$ cat src/rtl/ionok_pkg.sv
package ionok_pkg;

    localparam int VALUE_BITS = 48;
    localparam int MAG_BITS   = VALUE_BITS - 1;
    localparam int NUM_SATS   = 64;
    localparam int SLOT_BITS  = $clog2(NUM_SATS);
    localparam int RF_DEPTH   = 64;
    localparam int RF_BITS    = $clog2(RF_DEPTH);
    localparam int CFG_BITS   = 3;

    typedef logic signed [VALUE_BITS-1:0] t_val;

    localparam t_val VMAX = t_val'({1'b0, {MAG_BITS{1'b1}}});
    localparam t_val ONE  = t_val'(65536);

    // configuration register indexes
    localparam logic [CFG_BITS-1:0] CFG_MAX_GAP   = 3'd0;
    localparam logic [CFG_BITS-1:0] CFG_CODE_W    = 3'd1;
    localparam logic [CFG_BITS-1:0] CFG_PHASE_W   = 3'd2;
    localparam logic [CFG_BITS-1:0] CFG_INIT_DVAR = 3'd3;
    localparam logic [CFG_BITS-1:0] CFG_INIT_BVAR = 3'd4;

    typedef struct packed {
        logic [31:0]         max_gap;
        logic [MAG_BITS-1:0] code_weight;
        logic [MAG_BITS-1:0] phase_weight;
        logic [MAG_BITS-1:0] init_delay_var;
        logic [MAG_BITS-1:0] init_bias_var;
    } t_cfg;

    typedef struct packed {
        logic [5:0]          sat_index;
        logic [31:0]         epoch_time;
        logic signed [47:0]  iono_code;
        logic signed [47:0]  iono_phase;
        logic signed [47:0]  delay_transition;
        logic signed [47:0]  bias_transition;
        logic [46:0]         delay_noise;
        logic [46:0]         bias_noise;
    } t_in;

    typedef struct packed {
        logic [5:0]          out_sat_index;
        logic signed [47:0]  iono_delay;
        logic signed [47:0]  phase_bias;
        logic [46:0]         delay_var;
        logic [46:0]         bias_var;
        logic                restarted;
        logic                saturated;
    } t_out;

    // normalized work item between front and back
    typedef struct packed {
        logic [SLOT_BITS-1:0] slot;
        logic [31:0]          epoch;
        t_val                 mc;
        t_val                 mp;
        t_val                 fa;
        t_val                 fb;
        t_val                 q1;
        t_val                 q2;
    } t_job;

    // per-satellite stored filter state
    typedef struct packed {
        logic [31:0] last_epoch;
        t_val        delay;
        t_val        bias;
        t_val        p11;
        t_val        p12;
        t_val        p22;
    } t_slot;

    typedef enum logic [2:0] {
        OP_ADD,
        OP_SUB,
        OP_NEG,
        OP_MUL,
        OP_DIV
    } t_op;

    typedef struct packed {
        t_op               op;
        logic [RF_BITS-1:0] rd;
        logic [RF_BITS-1:0] ra;
        logic [RF_BITS-1:0] rb;
    } t_instr;

    // register file map; the first LOAD_CNT entries are loaded per item
    localparam logic [RF_BITS-1:0] R_ONE  = 6'd0;
    localparam logic [RF_BITS-1:0] R_FA   = 6'd1;
    localparam logic [RF_BITS-1:0] R_FB   = 6'd2;
    localparam logic [RF_BITS-1:0] R_MC   = 6'd3;
    localparam logic [RF_BITS-1:0] R_MP   = 6'd4;
    localparam logic [RF_BITS-1:0] R_Q1   = 6'd5;
    localparam logic [RF_BITS-1:0] R_Q2   = 6'd6;
    localparam logic [RF_BITS-1:0] R_WC   = 6'd7;
    localparam logic [RF_BITS-1:0] R_WP   = 6'd8;
    localparam logic [RF_BITS-1:0] R_D    = 6'd9;
    localparam logic [RF_BITS-1:0] R_C    = 6'd10;
    localparam logic [RF_BITS-1:0] R_P11  = 6'd11;
    localparam logic [RF_BITS-1:0] R_P12  = 6'd12;
    localparam logic [RF_BITS-1:0] R_P22  = 6'd13;
    localparam logic [RF_BITS-1:0] R_T1   = 6'd14;
    localparam logic [RF_BITS-1:0] R_T2   = 6'd15;
    localparam logic [RF_BITS-1:0] R_M11  = 6'd16;
    localparam logic [RF_BITS-1:0] R_M12  = 6'd17;
    localparam logic [RF_BITS-1:0] R_M22  = 6'd18;
    localparam logic [RF_BITS-1:0] R_X1   = 6'd19;
    localparam logic [RF_BITS-1:0] R_X2   = 6'd20;
    localparam logic [RF_BITS-1:0] R_L    = 6'd21;
    localparam logic [RF_BITS-1:0] R_S    = 6'd22;
    localparam logic [RF_BITS-1:0] R_I11  = 6'd23;
    localparam logic [RF_BITS-1:0] R_I12  = 6'd24;
    localparam logic [RF_BITS-1:0] R_I22  = 6'd25;
    localparam logic [RF_BITS-1:0] R_N11  = 6'd26;
    localparam logic [RF_BITS-1:0] R_N12  = 6'd27;
    localparam logic [RF_BITS-1:0] R_N22  = 6'd28;
    localparam logic [RF_BITS-1:0] R_G1   = 6'd29;
    localparam logic [RF_BITS-1:0] R_G2   = 6'd30;
    localparam logic [RF_BITS-1:0] R_H1   = 6'd31;
    localparam logic [RF_BITS-1:0] R_H2   = 6'd32;
    localparam logic [RF_BITS-1:0] R_NP11 = 6'd33;
    localparam logic [RF_BITS-1:0] R_NP12 = 6'd34;
    localparam logic [RF_BITS-1:0] R_NP22 = 6'd35;
    localparam logic [RF_BITS-1:0] R_ND   = 6'd36;
    localparam logic [RF_BITS-1:0] R_NC   = 6'd37;

    localparam int LOAD_CNT = 14;
    localparam int PROG_LEN = 50;

    // predict, invert prior, form information matrix, invert, update state
    localparam t_instr PROG [PROG_LEN] = '{
        '{OP_MUL, R_T1,   R_FA,   R_P11},
        '{OP_MUL, R_T1,   R_T1,   R_FA },
        '{OP_ADD, R_M11,  R_T1,   R_Q1 },
        '{OP_MUL, R_T1,   R_FA,   R_P12},
        '{OP_MUL, R_M12,  R_T1,   R_FB },
        '{OP_MUL, R_T1,   R_FB,   R_P22},
        '{OP_MUL, R_T1,   R_T1,   R_FB },
        '{OP_ADD, R_M22,  R_T1,   R_Q2 },
        '{OP_MUL, R_X1,   R_FA,   R_D  },
        '{OP_MUL, R_X2,   R_FB,   R_C  },
        '{OP_DIV, R_L,    R_M12,  R_M11},
        '{OP_MUL, R_T1,   R_L,    R_M12},
        '{OP_SUB, R_S,    R_M22,  R_T1 },
        '{OP_DIV, R_I22,  R_ONE,  R_S  },
        '{OP_MUL, R_T1,   R_L,    R_I22},
        '{OP_NEG, R_I12,  R_T1,   R_ONE},
        '{OP_DIV, R_T2,   R_ONE,  R_M11},
        '{OP_MUL, R_T1,   R_L,    R_I12},
        '{OP_SUB, R_I11,  R_T2,   R_T1 },
        '{OP_ADD, R_T1,   R_WC,   R_WP },
        '{OP_ADD, R_N11,  R_T1,   R_I11},
        '{OP_NEG, R_T1,   R_WP,   R_ONE},
        '{OP_ADD, R_N12,  R_T1,   R_I12},
        '{OP_ADD, R_N22,  R_WP,   R_I22},
        '{OP_DIV, R_L,    R_N12,  R_N11},
        '{OP_MUL, R_T1,   R_L,    R_N12},
        '{OP_SUB, R_S,    R_N22,  R_T1 },
        '{OP_DIV, R_NP22, R_ONE,  R_S  },
        '{OP_MUL, R_T1,   R_L,    R_NP22},
        '{OP_NEG, R_NP12, R_T1,   R_ONE},
        '{OP_DIV, R_T2,   R_ONE,  R_N11},
        '{OP_MUL, R_T1,   R_L,    R_NP12},
        '{OP_SUB, R_NP11, R_T2,   R_T1 },
        '{OP_MUL, R_G2,   R_WP,   R_MP },
        '{OP_MUL, R_T1,   R_WC,   R_MC },
        '{OP_SUB, R_G1,   R_T1,   R_G2 },
        '{OP_MUL, R_T1,   R_I11,  R_X1 },
        '{OP_MUL, R_T2,   R_I12,  R_X2 },
        '{OP_ADD, R_T1,   R_T1,   R_T2 },
        '{OP_ADD, R_H1,   R_G1,   R_T1 },
        '{OP_MUL, R_T1,   R_I12,  R_X1 },
        '{OP_MUL, R_T2,   R_I22,  R_X2 },
        '{OP_ADD, R_T1,   R_T1,   R_T2 },
        '{OP_ADD, R_H2,   R_G2,   R_T1 },
        '{OP_MUL, R_T1,   R_NP11, R_H1 },
        '{OP_MUL, R_T2,   R_NP12, R_H2 },
        '{OP_ADD, R_ND,   R_T1,   R_T2 },
        '{OP_MUL, R_T1,   R_NP12, R_H1 },
        '{OP_MUL, R_T2,   R_NP22, R_H2 },
        '{OP_ADD, R_NC,   R_T1,   R_T2 }
    };

    // map the most negative code to -VMAX
    function automatic t_val clampv(input t_val v);
        t_val r;
        r = v;
        if (v[VALUE_BITS-1] && (v[MAG_BITS-1:0] == '0)) begin
            r = t_val'(-VMAX);
        end
        return r;
    endfunction

    // magnitude of a value known to lie within +-VMAX
    function automatic logic [MAG_BITS-1:0] mag(input t_val v);
        t_val n;
        n = t_val'(-v);
        return v[VALUE_BITS-1] ? n[MAG_BITS-1:0] : v[MAG_BITS-1:0];
    endfunction

endpackage

$ cat src/rtl/ionok_fe.sv
module ionok_fe (
    input  logic                i_clk,
    input  logic                i_rst_n,
    input  logic                i_start,
    output logic                o_busy,
    input  ionok_pkg::t_in      i_item,
    output logic                o_job_valid,
    input  logic                i_job_pop,
    output ionok_pkg::t_job     o_job
);

    ionok_pkg::t_job r_q [2];
    logic            r_wp;
    logic            r_rp;
    logic [1:0]      r_cnt;
    ionok_pkg::t_job job_in;
    logic            push;
    logic            pop;

    assign o_busy      = (r_cnt == 2'd2);
    assign o_job_valid = (r_cnt != 2'd0);
    assign o_job       = r_q[r_rp];
    assign push        = i_start && !o_busy;
    assign pop         = i_job_pop && o_job_valid;

    // normalize the incoming transaction
    always_comb begin
        job_in.slot  = i_item.sat_index[ionok_pkg::SLOT_BITS-1:0];
        job_in.epoch = i_item.epoch_time;
        job_in.mc    = ionok_pkg::clampv(i_item.iono_code);
        job_in.mp    = ionok_pkg::clampv(i_item.iono_phase);
        job_in.fa    = ionok_pkg::clampv(i_item.delay_transition);
        job_in.fb    = ionok_pkg::clampv(i_item.bias_transition);
        job_in.q1    = ionok_pkg::t_val'({1'b0, i_item.delay_noise});
        job_in.q2    = ionok_pkg::t_val'({1'b0, i_item.bias_noise});
    end

    // two-entry queue toward the back end
    always_ff @(posedge i_clk) begin
        if (!i_rst_n) begin
            r_wp  <= 1'b0;
            r_rp  <= 1'b0;
            r_cnt <= 2'd0;
        end else begin
            if (push) begin
                r_q[r_wp] <= job_in;
                r_wp      <= !r_wp;
            end
            if (pop) begin
                r_rp <= !r_rp;
            end
            if (push && !pop) begin
                r_cnt <= r_cnt + 2'd1;
            end else if (pop && !push) begin
                r_cnt <= r_cnt - 2'd1;
            end
        end
    end

endmodule

$ cat config.mk
export PLATFORM = sky130hd
export DESIGN_NAME = ionok_fe
export DESIGN_NICKNAME = d
export VERILOG_FILES = /design/src/rtl/ionok_pkg.sv /design/src/rtl/ionok_fe.sv
export SDC_FILE = /design/constraint.sdc
export NUM_CORES = 1
export LEC_CHECK = 0
export BUFFER_PORTS_ARGS = -buffer_cell sky130_fd_sc_hd__buf_2
export CAP_MARGIN = 20
export CORE_AREA = 2 2 252 254
export CTS_CLUSTER_DIAMETER = 80
export DETAILED_ROUTE_END_ITERATION = 10
export DIE_AREA = 0 0 254 256
export PLACE_DENSITY_LB_ADDON = 0.05
export SETUP_SLACK_MARGIN = 0.02
export SLEW_MARGIN = 10
export SYNTH_ARGS = -nofsm -noshare
export SYNTH_HDL_FRONTEND = slang
export SYNTH_SLANG_ARGS = --single-unit
$ cat constraint.sdc
create_clock -name i_clk -period 42.7 [get_ports i_clk]
set_input_delay 8.54 -clock i_clk [delete_from_list [all_inputs] [get_ports i_clk]]
set_output_delay 8.54 -clock i_clk [all_outputs]
set_load 0.02 [all_outputs]
# == Word level (Yosys, flattened, before mapping) ==
# Memory sizes are Yosys's and may differ from the RTL's. A register that Yosys moved wholly into a read port is not among the register bits.
# Cells that the tools add are included.
# word_totals
ff_bits,4
mem_bits_rw,648
in_bits,328
out_inout_bits,328
memories,1
# op_classes
addsub,2
n_eq_ne,1
mux,11
n_reduce_logical,19
# memory_table
name,depth,width,rd,rd_clocked_by_memory_dff,write_ports,line_no,source
r_q,2,324,1,1,1,ionok_fe.sv:12,ionok_pkg::t_job r_q [2];
# ops
cell,count
two-way mux 48 bit,4
zero test 47 bit,4
logical AND 1 bit,8
zero test 1 bit,5
two-way mux 1 bit,5
two-way mux 2 bit,2
nonzero test 2 bit,2
"adder 2 x 1 -> 2 bit, second input constant",1
"equality test 2 bit, second input constant",1
"subtractor 2 x 1 -> 2 bit, second input constant",1

# == Logic depth before layout (Yosys ltp) ==
# depth
word_depth,7
depth_mapped,6

# == Worst setup path before layout ==
# No wires, ideal clock.
# synth_timing
kind,in2reg
startpoint,in i_start
endpoint,"mem r_q[0][0] (netlist bit), enable pin"
arrival_time_ps,38985
required_time_ps,40899
slack_ps,1914
cell_stages,2
path_buffers,0
cell_sequence,inv_1 > nor4_1
# synth_via
elab_chain_len,4
# synth_rtl
item,line_no,source
"start, declared",ionok_fe.sv:4,"input logic i_start,"
logical AND 1 bit,ionok_fe.sv:23,assign push = i_start && !o_busy;
two-way mux 1 bit,ionok_fe.sv:45,if (push) begin
two-way mux 1 bit,ionok_fe.sv:40,if (!i_rst_n) begin
two-way mux 1 bit (not written as such),ionok_fe.sv:46,r_q[r_wp] <= job_in;
"end, declared",ionok_fe.sv:12,
# Every way passes these cells.

==> impl_metrics.toml <==
[critical_path]
slowest_delay_ns = 0.89
required_ns = 34.16
r2r_cells = 5
worst-path-stages = 4
critPathTopFamily = "buffers and inverters"
cp.buffers_inverters = 3
crit_fanout = 78
slowest_stage = "dfxtp_4"
critPathArrivalTime_ns = 3.90
critPathCaptureType = "output port"
path_class = "register to output port"
startpoint_type = "register"
crit_path_frequent_cell = "buf_4"
reg2reg_slack_ns = 39.18
cp_cell_sequence = "buf_4 > buf_4 > mux2_2 > buf_2"

[final_layout]
drive_gt1_share_pct = 58.5
fin_nets = 2133
area_growth_pct = 22.2

[timing]
setup_viol = 0
tns_ns = 0
hold_viol_final = 0
clock-skew-final_ns = 0.0238
tightest_slew_ns = 1.15
slew_violations = 0
max_freq_mhz = 80.4
min_period_ns = 12.44
final.period_utilization_pct = 29.1
rsz0062_at_grt = "no"
relSlewSlack_pct = 23.2

[detailed_routing]
firstDrtPassIters = 4
drtAntennaViolNets = 0
wire_per_inst_um = 24.0
vias = 13000
wirelength_um = 65300
drt-vias-per-instance = 4.79
drtIter0Drc = 706
drc = 0

[cts]
cts_tree = "yes"
cts-resized-gates = 0
postCtsSetupRepairBufs = 0
clockBufferDepth = 3
insertion_delay_ns = 0.58
cts-buffers-inserted = 69
cts_hold_buffers = 0
htree_levels = 3
cts_root_buffer = "clkbuf_16"
clkSinkCount = 653
clkTransAtPathRegs_ns = 0.06

[global_routing]
grt_pass1_wl_um = 91500
grt_antenna_before_repair = 35
grt_use_total_pct = 19.5
grt_max_degree = 163
grt_overflow = 0
grt_pass1_vias = 13600

[status]
status = "finished, final reports clean"

[placement]
dp_hpwl_um = 46700
io_buffers = 653
place.gp.congestion = 0.836

[floorplanning]
dieWidth_um = 254
dieHeight_um = 256
core_um2 = 62400
initial_core_util_pct = 39.8
num_io_pins = 656
core.rowCount = 92
dieArea_um2 = 65000

[power_and_ir_drop]
power.total_mw = 1.77
power_density_nw_per_um2 = 58.2
p_leak_nw = 10.9
ir_drop_mv = 0.0333

[job]
drv_cap = 0

[synth]
ys_ff_latch = 653
ys_types = 22
yosysWarningCount = 0
postSynthAreaPerCell_um2 = 19.2
synth_cells = 1293
seq_area_frac_synth_pct = 78.7
syn_area_um2 = 24900

[min_path]
min_path_cells = 2
hp-class = "register to register"
stage by stage:
stage	cell area (µm²)	instances	worst slack (ns)	hold WS [ns]	utilization [%]
2_1_floorplan	24900	1294	1.91	0.467	-
3_3_place_gp	28200	2578	30.72	0.487	45.2
3_5_place_dp	28200	2578	30.74	0.500	45.2
4_1_cts	30300	2696	30.09	0.513	48.6
5_1_grt	30300	2707	29.98	0.558	48.6
6_report	30400	2718	30.26	0.508	48.7
cell usage after synthesis:
cell type,number,area share (%)
nand4_1,12,0.30
conb_1,1,0.015
o31ai_1,4,0.12
clkbuf_1,188,2.8
buf_6,30,1.4
nor2_1,4,0.060
or2_2,1,0.025
buf_2,6,0.12
inv_1,6,0.091
nor2b_1,1,0.025
or3_1,2,0.050
edfxtp_1,648,78
xor2_1,3,0.11
buf_4,2,0.060
ha_1,1,0.050
o21ai_0,3,0.060
a21oi_1,2,0.040
nor4_1,45,1.1
dfxtp_1,5,0.40
mux2_2,324,15
nor4b_1,4,0.14
and3_1,1,0.025
power by group:
group	switching, mW	total, mW	internal (mW)
sequential	0.0190	0.781	0.762
clock	0.232	0.558	0.325
combinational	0.265	0.429	0.164
total	0.516	1.77	1.25
layout by cell type (no fill, tap or decap), types with 2 or more instances in the layout:
cell type and instances:
buf_2 653, edfxtp_1 648, mux2_2 324, clkbuf_16 71, nor4_1 44, diode_2 21, clkbuf_1 19, nand4_1 12
clkinv_1 10, clkinv_2 10, buf_4 9, inv_1 6, nor2_1 4, nor4b_1 4, o31ai_1 4, dfxtp_1 4
o21ai_0 3, xor2_1 3, bufinv_16 3, or3_1 2, a21oi_1 2, conb_1 2, clkbuf_8 2, buf_12 2
worst register-to-register path: stages, from the launching register on:
cell and delay [ns]:
dfxtp_1 0.41, nor2b_1 0.13, nor2_1 0.18, and3_4 0.53
buf_4 0.85, buf_12 0.67
final timing paths:
path / to / start
hold / removal: register / r_rp
hold reg to reg: register / r_rp
setup / recovery: o_job[129] / register
setup reg to reg: r_q[1][279] / r_cnt[0]
sequential cells by signal (all words and copies together), names as in the netlist, named ones only:
name and flops:
r_q 648, r_cnt 2, r_rp 1, r_wp 1
metal layers:
| layer | track usage, % | routed length (µm) | vias to the layer above | part of all wire, % |
|---|---|---|---|---|
| li1 | - | - | 5912 | - |
| met4 | 8.74 | 2310 | 36 | 3.5 |
| met3 | 7.60 | 5730 | 138 | 8.8 |
| met2 | 32.1 | 32400 | 441 | 50 |
| met5 | 0 | 221 | - | 0.34 |
| met1 | 22.4 | 24600 | 6505 | 38 |
logic make-up (layout without fill, tap and decap cells):
group / Yosys count / count (layout) / synth area share [%]
flip-flops: 653 / 653 / 78.7
AND/OR/NAND/NOR: 70 / 70 / 1.76
multiplexers: 324 / 324 / 14.7
XOR/XNOR: 3 / 3 / 0.106
AO/OA/AOI/OAI: 9 / 9 / 0.221
other: 1 / 23 / 0.0151
adder cells (fa/ha/maj): 1 / 1 / 0.0503
buffers and inverters: 232 / 789 / 4.47
cell type report:
class                      count  area (µm²)
antenna                       21        52.6
clock buffer                  92        1880
clock inverter                26         203
fill                        5422       32000
inverter                       6        22.5
multi-input combinational    409        4200
sequential                   653       19600
tap                          846        1060
timing repair buffer         665        3400
No activity file was read; power rests on OpenSTA's default activity.
